`src/rtl/core/dfrs_pkg.sv`:
```
// Types and constants of the diffusion-reaction stencil step block.
// No dependencies; used by the top level and the checker.
package dfrs_pkg;

  localparam logic REQ_LOAD = 1'b0;
  localparam logic REQ_STEP = 1'b1;

  localparam logic [1:0] CFG_DIFF_GAIN = 2'd0;
  localparam logic [1:0] CFG_REACT_RATE = 2'd1;
  localparam logic [1:0] CFG_CAP_LEVEL = 2'd2;
  localparam logic [1:0] CFG_NUM_CELLS = 2'd3;

  localparam logic [15:0] DIFF_GAIN_RST = 16'd52;
  localparam logic [15:0] REACT_RATE_RST = 16'd3277;
  localparam logic signed [15:0] CAP_LEVEL_RST = 16'sd4915;
  localparam logic [4:0] NUM_CELLS_RST = 5'd10;

  localparam int unsigned CFG_IDX_W = 2;
  localparam int unsigned CFG_DATA_W = 16;

  typedef struct packed {
    logic               req_type;
    logic [3:0]         cell_index;
    logic signed [15:0] load_value;
  } req_t;

  typedef struct packed {
    logic [3:0]         cell_index_res;
    logic signed [15:0] level;
    logic               last;
  } res_t;

endpackage

```
`src/rtl/core/dfrs_cell_mem.sv`:
```
// Row store of the stencil step: one write port, one registered read port.
// Per-entry valid bits make never-written cells read as zero after reset.
module dfrs_cell_mem #(
  parameter int unsigned Depth = 16,
  parameter int unsigned AddrW = $clog2(Depth)
) (
  input  logic                    clk_i,
  input  logic                    rst_ni,
  input  logic                    we_i,
  input  logic [AddrW-1:0]        waddr_i,
  input  logic signed [15:0]      wdata_i,
  input  logic [AddrW-1:0]        raddr_i,
  output logic signed [15:0]      rdata_o
);

  logic signed [15:0] mem [Depth];
  logic [Depth-1:0]   vld_q;
  logic signed [15:0] rd_data_q;
  logic               rd_vld_q;

  always_ff @(posedge clk_i) begin
    if (we_i) begin
      mem[waddr_i] <= wdata_i;
    end
    rd_data_q <= mem[raddr_i];
  end

  always_ff @(posedge clk_i or negedge rst_ni) begin
    if (!rst_ni) begin
      vld_q    <= '0;
      rd_vld_q <= 1'b0;
    end else begin
      if (we_i) begin
        vld_q[waddr_i] <= 1'b1;
      end
      rd_vld_q <= vld_q[raddr_i];
    end
  end

  // Cells never written since reset hold zero.
  assign rdata_o = rd_vld_q ? rd_data_q : 16'sd0;

endmodule

```
`src/rtl/core/diffusion_reaction_stencil_step.sv`:
```
// Top level of the diffusion-reaction stencil step: sequencer, shared multiplier.
// Depends on dfrs_pkg and dfrs_cell_mem.
//
//   channel  | handshake               | payload
//   ---------+-------------------------+------------------------------------
//   request  | start_i, busy_o         | req_i  (req_type, cell_index, value)
//   result   | res_strobe_o            | res_o  (cell_index_res, level, last)
//   config   | cfg_we_i                | cfg_idx_i, cfg_data_i
//
// A load request writes the store directly and leaves busy_o low.
// A step request holds busy_o high while it primes the neighbor window, then,
// for each of the n cells in use, runs fetch, three passes through the one
// shared multiplier, and the sum with write-back.
// Each result leaves in the cycle after its write-back; the receiver cannot stall.
// Reset restores control state and register defaults and clears the store's valid bits.
module diffusion_reaction_stencil_step #(
  parameter int unsigned MAX_CELLS = 16
) (
  input  logic                                clk_i,
  input  logic                                rst_ni,
  input  logic                                start_i,
  output logic                                busy_o,
  input  dfrs_pkg::req_t                      req_i,
  output logic                                res_strobe_o,
  output dfrs_pkg::res_t                      res_o,
  input  logic                                cfg_we_i,
  input  logic [dfrs_pkg::CFG_IDX_W-1:0]      cfg_idx_i,
  input  logic [dfrs_pkg::CFG_DATA_W-1:0]     cfg_data_i
);
  import dfrs_pkg::*;

  localparam int unsigned AW = $clog2(MAX_CELLS);
  localparam int unsigned RowLimit = (MAX_CELLS < 16) ? MAX_CELLS : 16;
  localparam logic [4:0] RowLimitC = 5'(RowLimit);

  localparam logic [2:0] ST_IDLE  = 3'd0;
  localparam logic [2:0] ST_PRIME = 3'd1;
  localparam logic [2:0] ST_FETCH = 3'd2;
  localparam logic [2:0] ST_MUL_D = 3'd3;
  localparam logic [2:0] ST_MUL_T = 3'd4;
  localparam logic [2:0] ST_MUL_R = 3'd5;
  localparam logic [2:0] ST_SUM   = 3'd6;

  logic [2:0]         state_q, state_d;
  logic [15:0]        dgain_q, rgain_q;
  logic signed [15:0] cap_q;
  logic [4:0]         ncfg_q;
  logic [4:0]         n_q, n_d;
  logic [3:0]         idx_q;
  logic [4:0]         idx_p1, idx_p2;
  logic               res_strobe_q;
  res_t               res_q;

  logic signed [15:0] prev_q, cur_q, nxt_q;
  logic signed [18:0] lap_q;
  logic signed [16:0] diff_q;
  logic signed [21:0] dterm_q;
  logic signed [37:0] prod_q;

  logic signed [16:0] mul_a;
  logic signed [20:0] mul_b;
  logic signed [37:0] mul_p;

  logic               accept, load_acc, step_acc;
  logic               mem_we;
  logic [AW-1:0]      mem_waddr, mem_raddr;
  logic signed [15:0] mem_wdata, mem_rdata;
  logic signed [15:0] nxt_val;
  logic signed [23:0] sum_full;
  logic signed [15:0] sum_sat, fresh;
  logic               is_last;

  assign accept   = start_i && !busy_o;
  assign load_acc = accept && (req_i.req_type == REQ_LOAD);
  assign step_acc = accept && (req_i.req_type == REQ_STEP);
  assign busy_o   = (state_q != ST_IDLE);

  assign idx_p1  = {1'b0, idx_q} + 5'd1;
  assign idx_p2  = {1'b0, idx_q} + 5'd2;
  assign is_last = (idx_p1 == n_q);

  // Clamp the configured row length to one..row limit.
  always_comb begin
    if (ncfg_q == 5'd0) begin
      n_d = 5'd1;
    end else if (ncfg_q > RowLimitC) begin
      n_d = RowLimitC;
    end else begin
      n_d = ncfg_q;
    end
  end

  // Shared multiplier: diffusion, logistic product, reaction scaling.
  always_comb begin
    unique case (state_q)
      ST_MUL_D: begin
        mul_a = {1'b0, dgain_q};
        mul_b = {{2{lap_q[18]}}, lap_q};
      end
      ST_MUL_T: begin
        mul_a = {cur_q[15], cur_q};
        mul_b = {{4{diff_q[16]}}, diff_q};
      end
      ST_MUL_R: begin
        mul_a = {1'b0, rgain_q};
        mul_b = prod_q[32:12];
      end
      default: begin
        mul_a = '0;
        mul_b = '0;
      end
    endcase
  end
  assign mul_p = mul_a * mul_b;

  assign nxt_val = (idx_p1 < n_q) ? mem_rdata : 16'sd0;

  assign sum_full = {{8{cur_q[15]}}, cur_q} + {{2{dterm_q[21]}}, dterm_q}
                  + {{2{prod_q[37]}}, prod_q[37:16]};

  always_comb begin
    if (sum_full > 24'sd32767) begin
      sum_sat = 16'sh7fff;
    end else if (sum_full < -24'sd32768) begin
      sum_sat = 16'sh8000;
    end else begin
      sum_sat = sum_full[15:0];
    end
  end

  // Hold a cell that sits exactly at the cap.
  assign fresh = (cur_q == cap_q) ? cur_q : sum_sat;

  // Row store ports.
  always_comb begin
    unique case (state_q)
      ST_IDLE:  mem_raddr = '0;
      ST_PRIME: mem_raddr = AW'(1);
      ST_SUM:   mem_raddr = AW'(idx_p2);
      default:  mem_raddr = '0;
    endcase
  end

  always_comb begin
    if (state_q == ST_SUM) begin
      mem_we    = 1'b1;
      mem_waddr = AW'(idx_q);
      mem_wdata = fresh;
    end else begin
      mem_we    = load_acc && (32'(req_i.cell_index) < MAX_CELLS);
      mem_waddr = AW'(req_i.cell_index);
      mem_wdata = req_i.load_value;
    end
  end

  dfrs_cell_mem #(
    .Depth (MAX_CELLS),
    .AddrW (AW)
  ) u_cell_mem (
    .clk_i   (clk_i),
    .rst_ni  (rst_ni),
    .we_i    (mem_we),
    .waddr_i (mem_waddr),
    .wdata_i (mem_wdata),
    .raddr_i (mem_raddr),
    .rdata_o (mem_rdata)
  );

  always_comb begin
    state_d = state_q;
    unique case (state_q)
      ST_IDLE:  if (step_acc) begin
        state_d = ST_PRIME;
      end
      ST_PRIME: state_d = ST_FETCH;
      ST_FETCH: state_d = ST_MUL_D;
      ST_MUL_D: state_d = ST_MUL_T;
      ST_MUL_T: state_d = ST_MUL_R;
      ST_MUL_R: state_d = ST_SUM;
      ST_SUM:   state_d = is_last ? ST_IDLE : ST_FETCH;
      default:  state_d = ST_IDLE;
    endcase
  end

  always_ff @(posedge clk_i or negedge rst_ni) begin
    if (!rst_ni) begin
      state_q      <= ST_IDLE;
      res_strobe_q <= 1'b0;
      idx_q        <= '0;
      n_q          <= 5'd1;
      dgain_q      <= DIFF_GAIN_RST;
      rgain_q      <= REACT_RATE_RST;
      cap_q        <= CAP_LEVEL_RST;
      ncfg_q       <= NUM_CELLS_RST;
    end else begin
      state_q      <= state_d;
      res_strobe_q <= (state_q == ST_SUM);
      if (step_acc) begin
        idx_q <= '0;
        n_q   <= n_d;
      end else if ((state_q == ST_SUM) && !is_last) begin
        idx_q <= idx_p1[3:0];
      end
      if (cfg_we_i) begin
        unique case (cfg_idx_i)
          CFG_DIFF_GAIN:  dgain_q <= cfg_data_i;
          CFG_REACT_RATE: rgain_q <= cfg_data_i;
          CFG_CAP_LEVEL:  cap_q   <= cfg_data_i;
          CFG_NUM_CELLS:  ncfg_q  <= cfg_data_i[4:0];
          default: ;
        endcase
      end
    end
  end

  // Datapath: neighbor window, term registers, result register.
  always_ff @(posedge clk_i) begin
    case (state_q)
      ST_IDLE: begin
        prev_q <= 16'sd0;
      end
      ST_PRIME: begin
        cur_q <= mem_rdata;
      end
      ST_FETCH: begin
        nxt_q  <= nxt_val;
        lap_q  <= {{3{prev_q[15]}}, prev_q} + {{3{nxt_val[15]}}, nxt_val}
                - {{2{cur_q[15]}}, cur_q, 1'b0};
        diff_q <= {cap_q[15], cap_q} - {cur_q[15], cur_q};
      end
      ST_MUL_D: begin
        prod_q <= mul_p;
      end
      ST_MUL_T: begin
        dterm_q <= prod_q[37:16];
        prod_q  <= mul_p;
      end
      ST_MUL_R: begin
        prod_q <= mul_p;
      end
      ST_SUM: begin
        res_q.cell_index_res <= idx_q;
        res_q.level          <= fresh;
        res_q.last           <= is_last;
        // Slide the window: the old value of this cell becomes the left one.
        prev_q <= cur_q;
        cur_q  <= nxt_q;
      end
      default: ;
    endcase
  end

  assign res_strobe_o = res_strobe_q;
  assign res_o        = res_q;

endmodule

```
`config.mk`:
```
export PLATFORM = sky130hd
export DESIGN_NAME = diffusion_reaction_stencil_step
export DESIGN_NICKNAME = d
export VERILOG_FILES = /design/src/rtl/core/dfrs_pkg.sv /design/src/rtl/core/dfrs_cell_mem.sv /design/src/rtl/core/diffusion_reaction_stencil_step.sv
export SDC_FILE = /design/constraint.sdc
export NUM_CORES = 2
export LEC_CHECK = 0
export BUFFER_PORTS_ARGS = -buffer_cell sky130_fd_sc_hd__buf_2
export CAP_MARGIN = 20
export CORE_MARGIN = 5
export CORE_UTILIZATION = 40
export DETAILED_ROUTE_END_ITERATION = 10
export REMOVE_ABC_BUFFERS = 1
export SLEW_MARGIN = 10
export SYNTH_ARGS = -nofsm -noshare
export SYNTH_HDL_FRONTEND = slang
export SYNTH_SLANG_ARGS = --single-unit
```
`constraint.sdc`:
```
create_clock -name clk_i -period 23.7 [get_ports clk_i]
set_clock_uncertainty 0.05 [all_clocks]
set_input_delay 4.74 -clock clk_i [delete_from_list [all_inputs] [get_ports clk_i]]
set_output_delay 4.74 -clock clk_i [all_outputs]
set_load 0.01 [all_outputs]
```
==> impl_metrics.json <==
{
  "outcome": "finished, final reports clean",
  "grt_pass1_wl_mm": 139.6,
  "root_buffer": "clkbuf_16",
  "wl_mm": 89.32,
  "max_slew_margin_pct": 15.21,
  "slowest_delay_ps": 670,
  "wl_per_cell_microns": 20.82,
  "timing.final.hold_violations": 0,
  "synth_cell_types": 74,
  "synth_top_cell_area_share_pct": 34.43,
  "place_congestion": 0.9040,
  "layout-area-overhead-vs-synth_pct": 10.49,
  "first_global_vias": 23580,
  "route.detailed.drc": 0,
  "cp_num_buf_inv": 6,
  "fillers": 8183,
  "critPathSlowestCell": "o41ai_1",
  "cts_tree": "done",
  "cp.required_ps": 24000,
  "cts_buffer_depth": 3,
  "die_area_sq_um": 95020,
  "synth_seq_cells": 507,
  "drtPass1Iterations": 5,
  "multi_input_area_sq_um": 18850,
  "ctsHoldBuffers": 0,
  "cts_buffers": 51,
  "yosysTopAreaCell": "edfxtp_1",
  "hold_class": "reg2reg",
  "syn_inst": 2994,
  "syn_avg_cell_area_sq_um": 11.88,
  "clkTransAtPathRegs_ps": 70,
  "nNetsFinal": 3671,
  "start_kind": "register",
  "fin_setup_tns_ps": 0,
  "pin_count": 66,
  "synth_edf_count": 408,
  "worst_setup_path_end_kind": "register",
  "critPathKind": "reg2reg",
  "cts-resized-gates": 0,
  "drv_slew": 0,
  "cp_top_family": "adder cells",
  "core_sq_um": 88370,
  "synthFlopType": "edfxtp_1",
  "ys_top_cells_by_area": "edfxtp_1 (34%), fa_1 (22%), ha_1 (5.3%)",
  "period_share_pct": 37.33,
  "syn_area_sq_um": 35580,
  "critPathArrivalTime_ps": 9140,
  "die_w_microns": 308.2,
  "yosysWarnings": 0,
  "clk-insertion-delay-late_ps": 610,
  "setup_viol_count_final": 0,
  "via_per_inst": 5.246,
  "final_common_cell": "inv_1",
  "drtAntennaViolNets": 0,
  "overflow": 0,
  "die-height_microns": 308.2,
  "cts_setup_buffers": 0,
  "drive_gt1_share_pct": 14.27,
  "dr_total_vias": 22510,
  "regArea_sq_um": 14680,
  "max_slew.worst_pin.slew_ps": 1272,
  "clock-sinks": 507,
  "initial_core_util_pct": 40.26,
  "dp_hpwl_mm": 64.96,
  "synthArstFlopShare_pct": 16.37,
  "crit_fanout": 55,
  "most-common-layout-cells": "inv_1 (466), edfxtp_1 (408), fa_1 (395)",
  "yosysSeqAreaShare_pct": 41.24,
  "grt_antenna_before_repair": 3,
  "path_common_cell": "fa_1",
  "period_needed_ps": 8846,
  "htreeDepth": 2,
  "rsz0062_at_grt": "no",
  "grt_max_degree": 62,
  "portBuffers": 65,
  "grt.total_usage_pct": 19.05,
  "drt_iter0_markers": 1738,
  "fp-row-count": 109,
  "max_freq_mhz": 113.0,
  "cap_violations": 0
}
[flip-flops by register name (all words and copies together) (netlist names)]
name / count
res_o: 21
u_cell_mem.vld_q: 16
rgain_q: 16
dterm_q: 22
n_q: 5
nxt_q: 16
u_cell_mem.rd_vld_q: 1
state_q: 3
idx_q: 4
prod_q: 26
dgain_q: 16
u_cell_mem.rd_data_q: 16
cap_q: 16
cur_q: 16
prev_q: 16
lap_q: 18
ncfg_q: 5
u_cell_mem.mem: 256
res_strobe_o: 1
diff_q: 17
[Yosys cell counts (all sizes together), types with 4 or more instances]
| cell | n |
|---|---|
| a211o | 4 |
| a211oi | 29 |
| a21boi | 10 |
| a21o | 23 |
| a21oi | 66 |
| a22o | 48 |
| a22oi | 30 |
| a31oi | 27 |
| and2 | 32 |
| and3 | 9 |
| and4b | 4 |
| buf | 15 |
| clkbuf | 92 |
| dfrtp | 63 |
| dfstp | 20 |
| dfxtp | 16 |
| edfxtp | 408 |
| fa | 395 |
| ha | 151 |
| inv | 466 |
| mux2 | 56 |
| mux4 | 68 |
| nand2 | 301 |
| nand2b | 14 |
| nand3 | 36 |
| nand4 | 8 |
| nor2 | 309 |
| nor2b | 11 |
| nor3 | 28 |
| nor3b | 5 |
| o21a | 25 |
| o21ai | 61 |
| o21bai | 5 |
| o311ai | 4 |
| o31ai | 19 |
| or2 | 21 |
| xnor2 | 51 |
| xor2 | 21 |
[layer usage]
layer	global-route usage, %	vias up	share of wire, %	routed length (microns)
met1	26.51	11500	44	38980
met2	31.79	640	48	43130
met4	4.593	0	2.4	2147
met5	0	-	0	0
li1	-	10230	-	-
met3	2.898	140	5.7	5071
[area by class of cell]
cell class | instances | share of cell area [%]
Multi-Input combinational cell | 1913 | 47.94
Sequential cell | 507 | 37.33
Antenna cell | 1 | 0.006365
Timing Repair Buffer | 142 | 2.355
Tap cell | 1165 | 3.708
Inverter | 467 | 4.459
Clock inverter | 22 | 0.5315
Clock buffer | 74 | 3.676
[kinds of logic (layout without fill, tap and decap cells)]
kind of cell,after synthesis,in the layout,synth area share [%]
simple gates,795,795,9.604
buf+inv,574,705,6.115
fa+ha+maj,546,546,27.53
flops,507,507,41.24
compound gates,374,374,7.599
mux,126,126,6.133
xor+xnor,72,72,1.772
other cells,0,1,0
[worst register-to-register path: cells and delay by family (launching register included)]
kind / cells / cell delay (ps)
xor+xnor: 1 / 130
flops: 1 / 390
simple gates: 7 / 1520
fa+ha+maj: 7 / 3250
compound gates: 6 / 1690
buf+inv: 6 / 1570
[path summary, 6_finish.rpt]
check	start	end	slack, ps	depth (start not counted)
max	state_q[0]	prod_q[36]	14850	27
min	u_cell_mem.vld_q[2]	u_cell_mem.vld_q[2]	420	1
max reg2reg	state_q[0]	prod_q[36]	14850	27
min reg2reg	u_cell_mem.vld_q[2]	u_cell_mem.vld_q[2]	420	1
max in group asynchronous	rst_ni	cap_q[13]	18480	2
min in group asynchronous	rst_ni	u_cell_mem.vld_q[9]	3970	1
[through the flow]
stage,area (sq um),hold WS [ps],util [%],setup slack (ps),cells
after CTS,39250,413.4,44.42,14860,4285
after global placement,37600,397.3,42.55,14950,4189
after global routing,39310,418.6,44.49,14430,4291
after detailed placement,37600,398.1,42.55,14940,4189
final,39310,417.2,44.49,14850,4291
after floorplan,35160,383.7,-,10540,2887
Power is left out: the tool's default activity adds up to more than one toggle a clock period on the data nets, which glitch-free logic cannot reach.
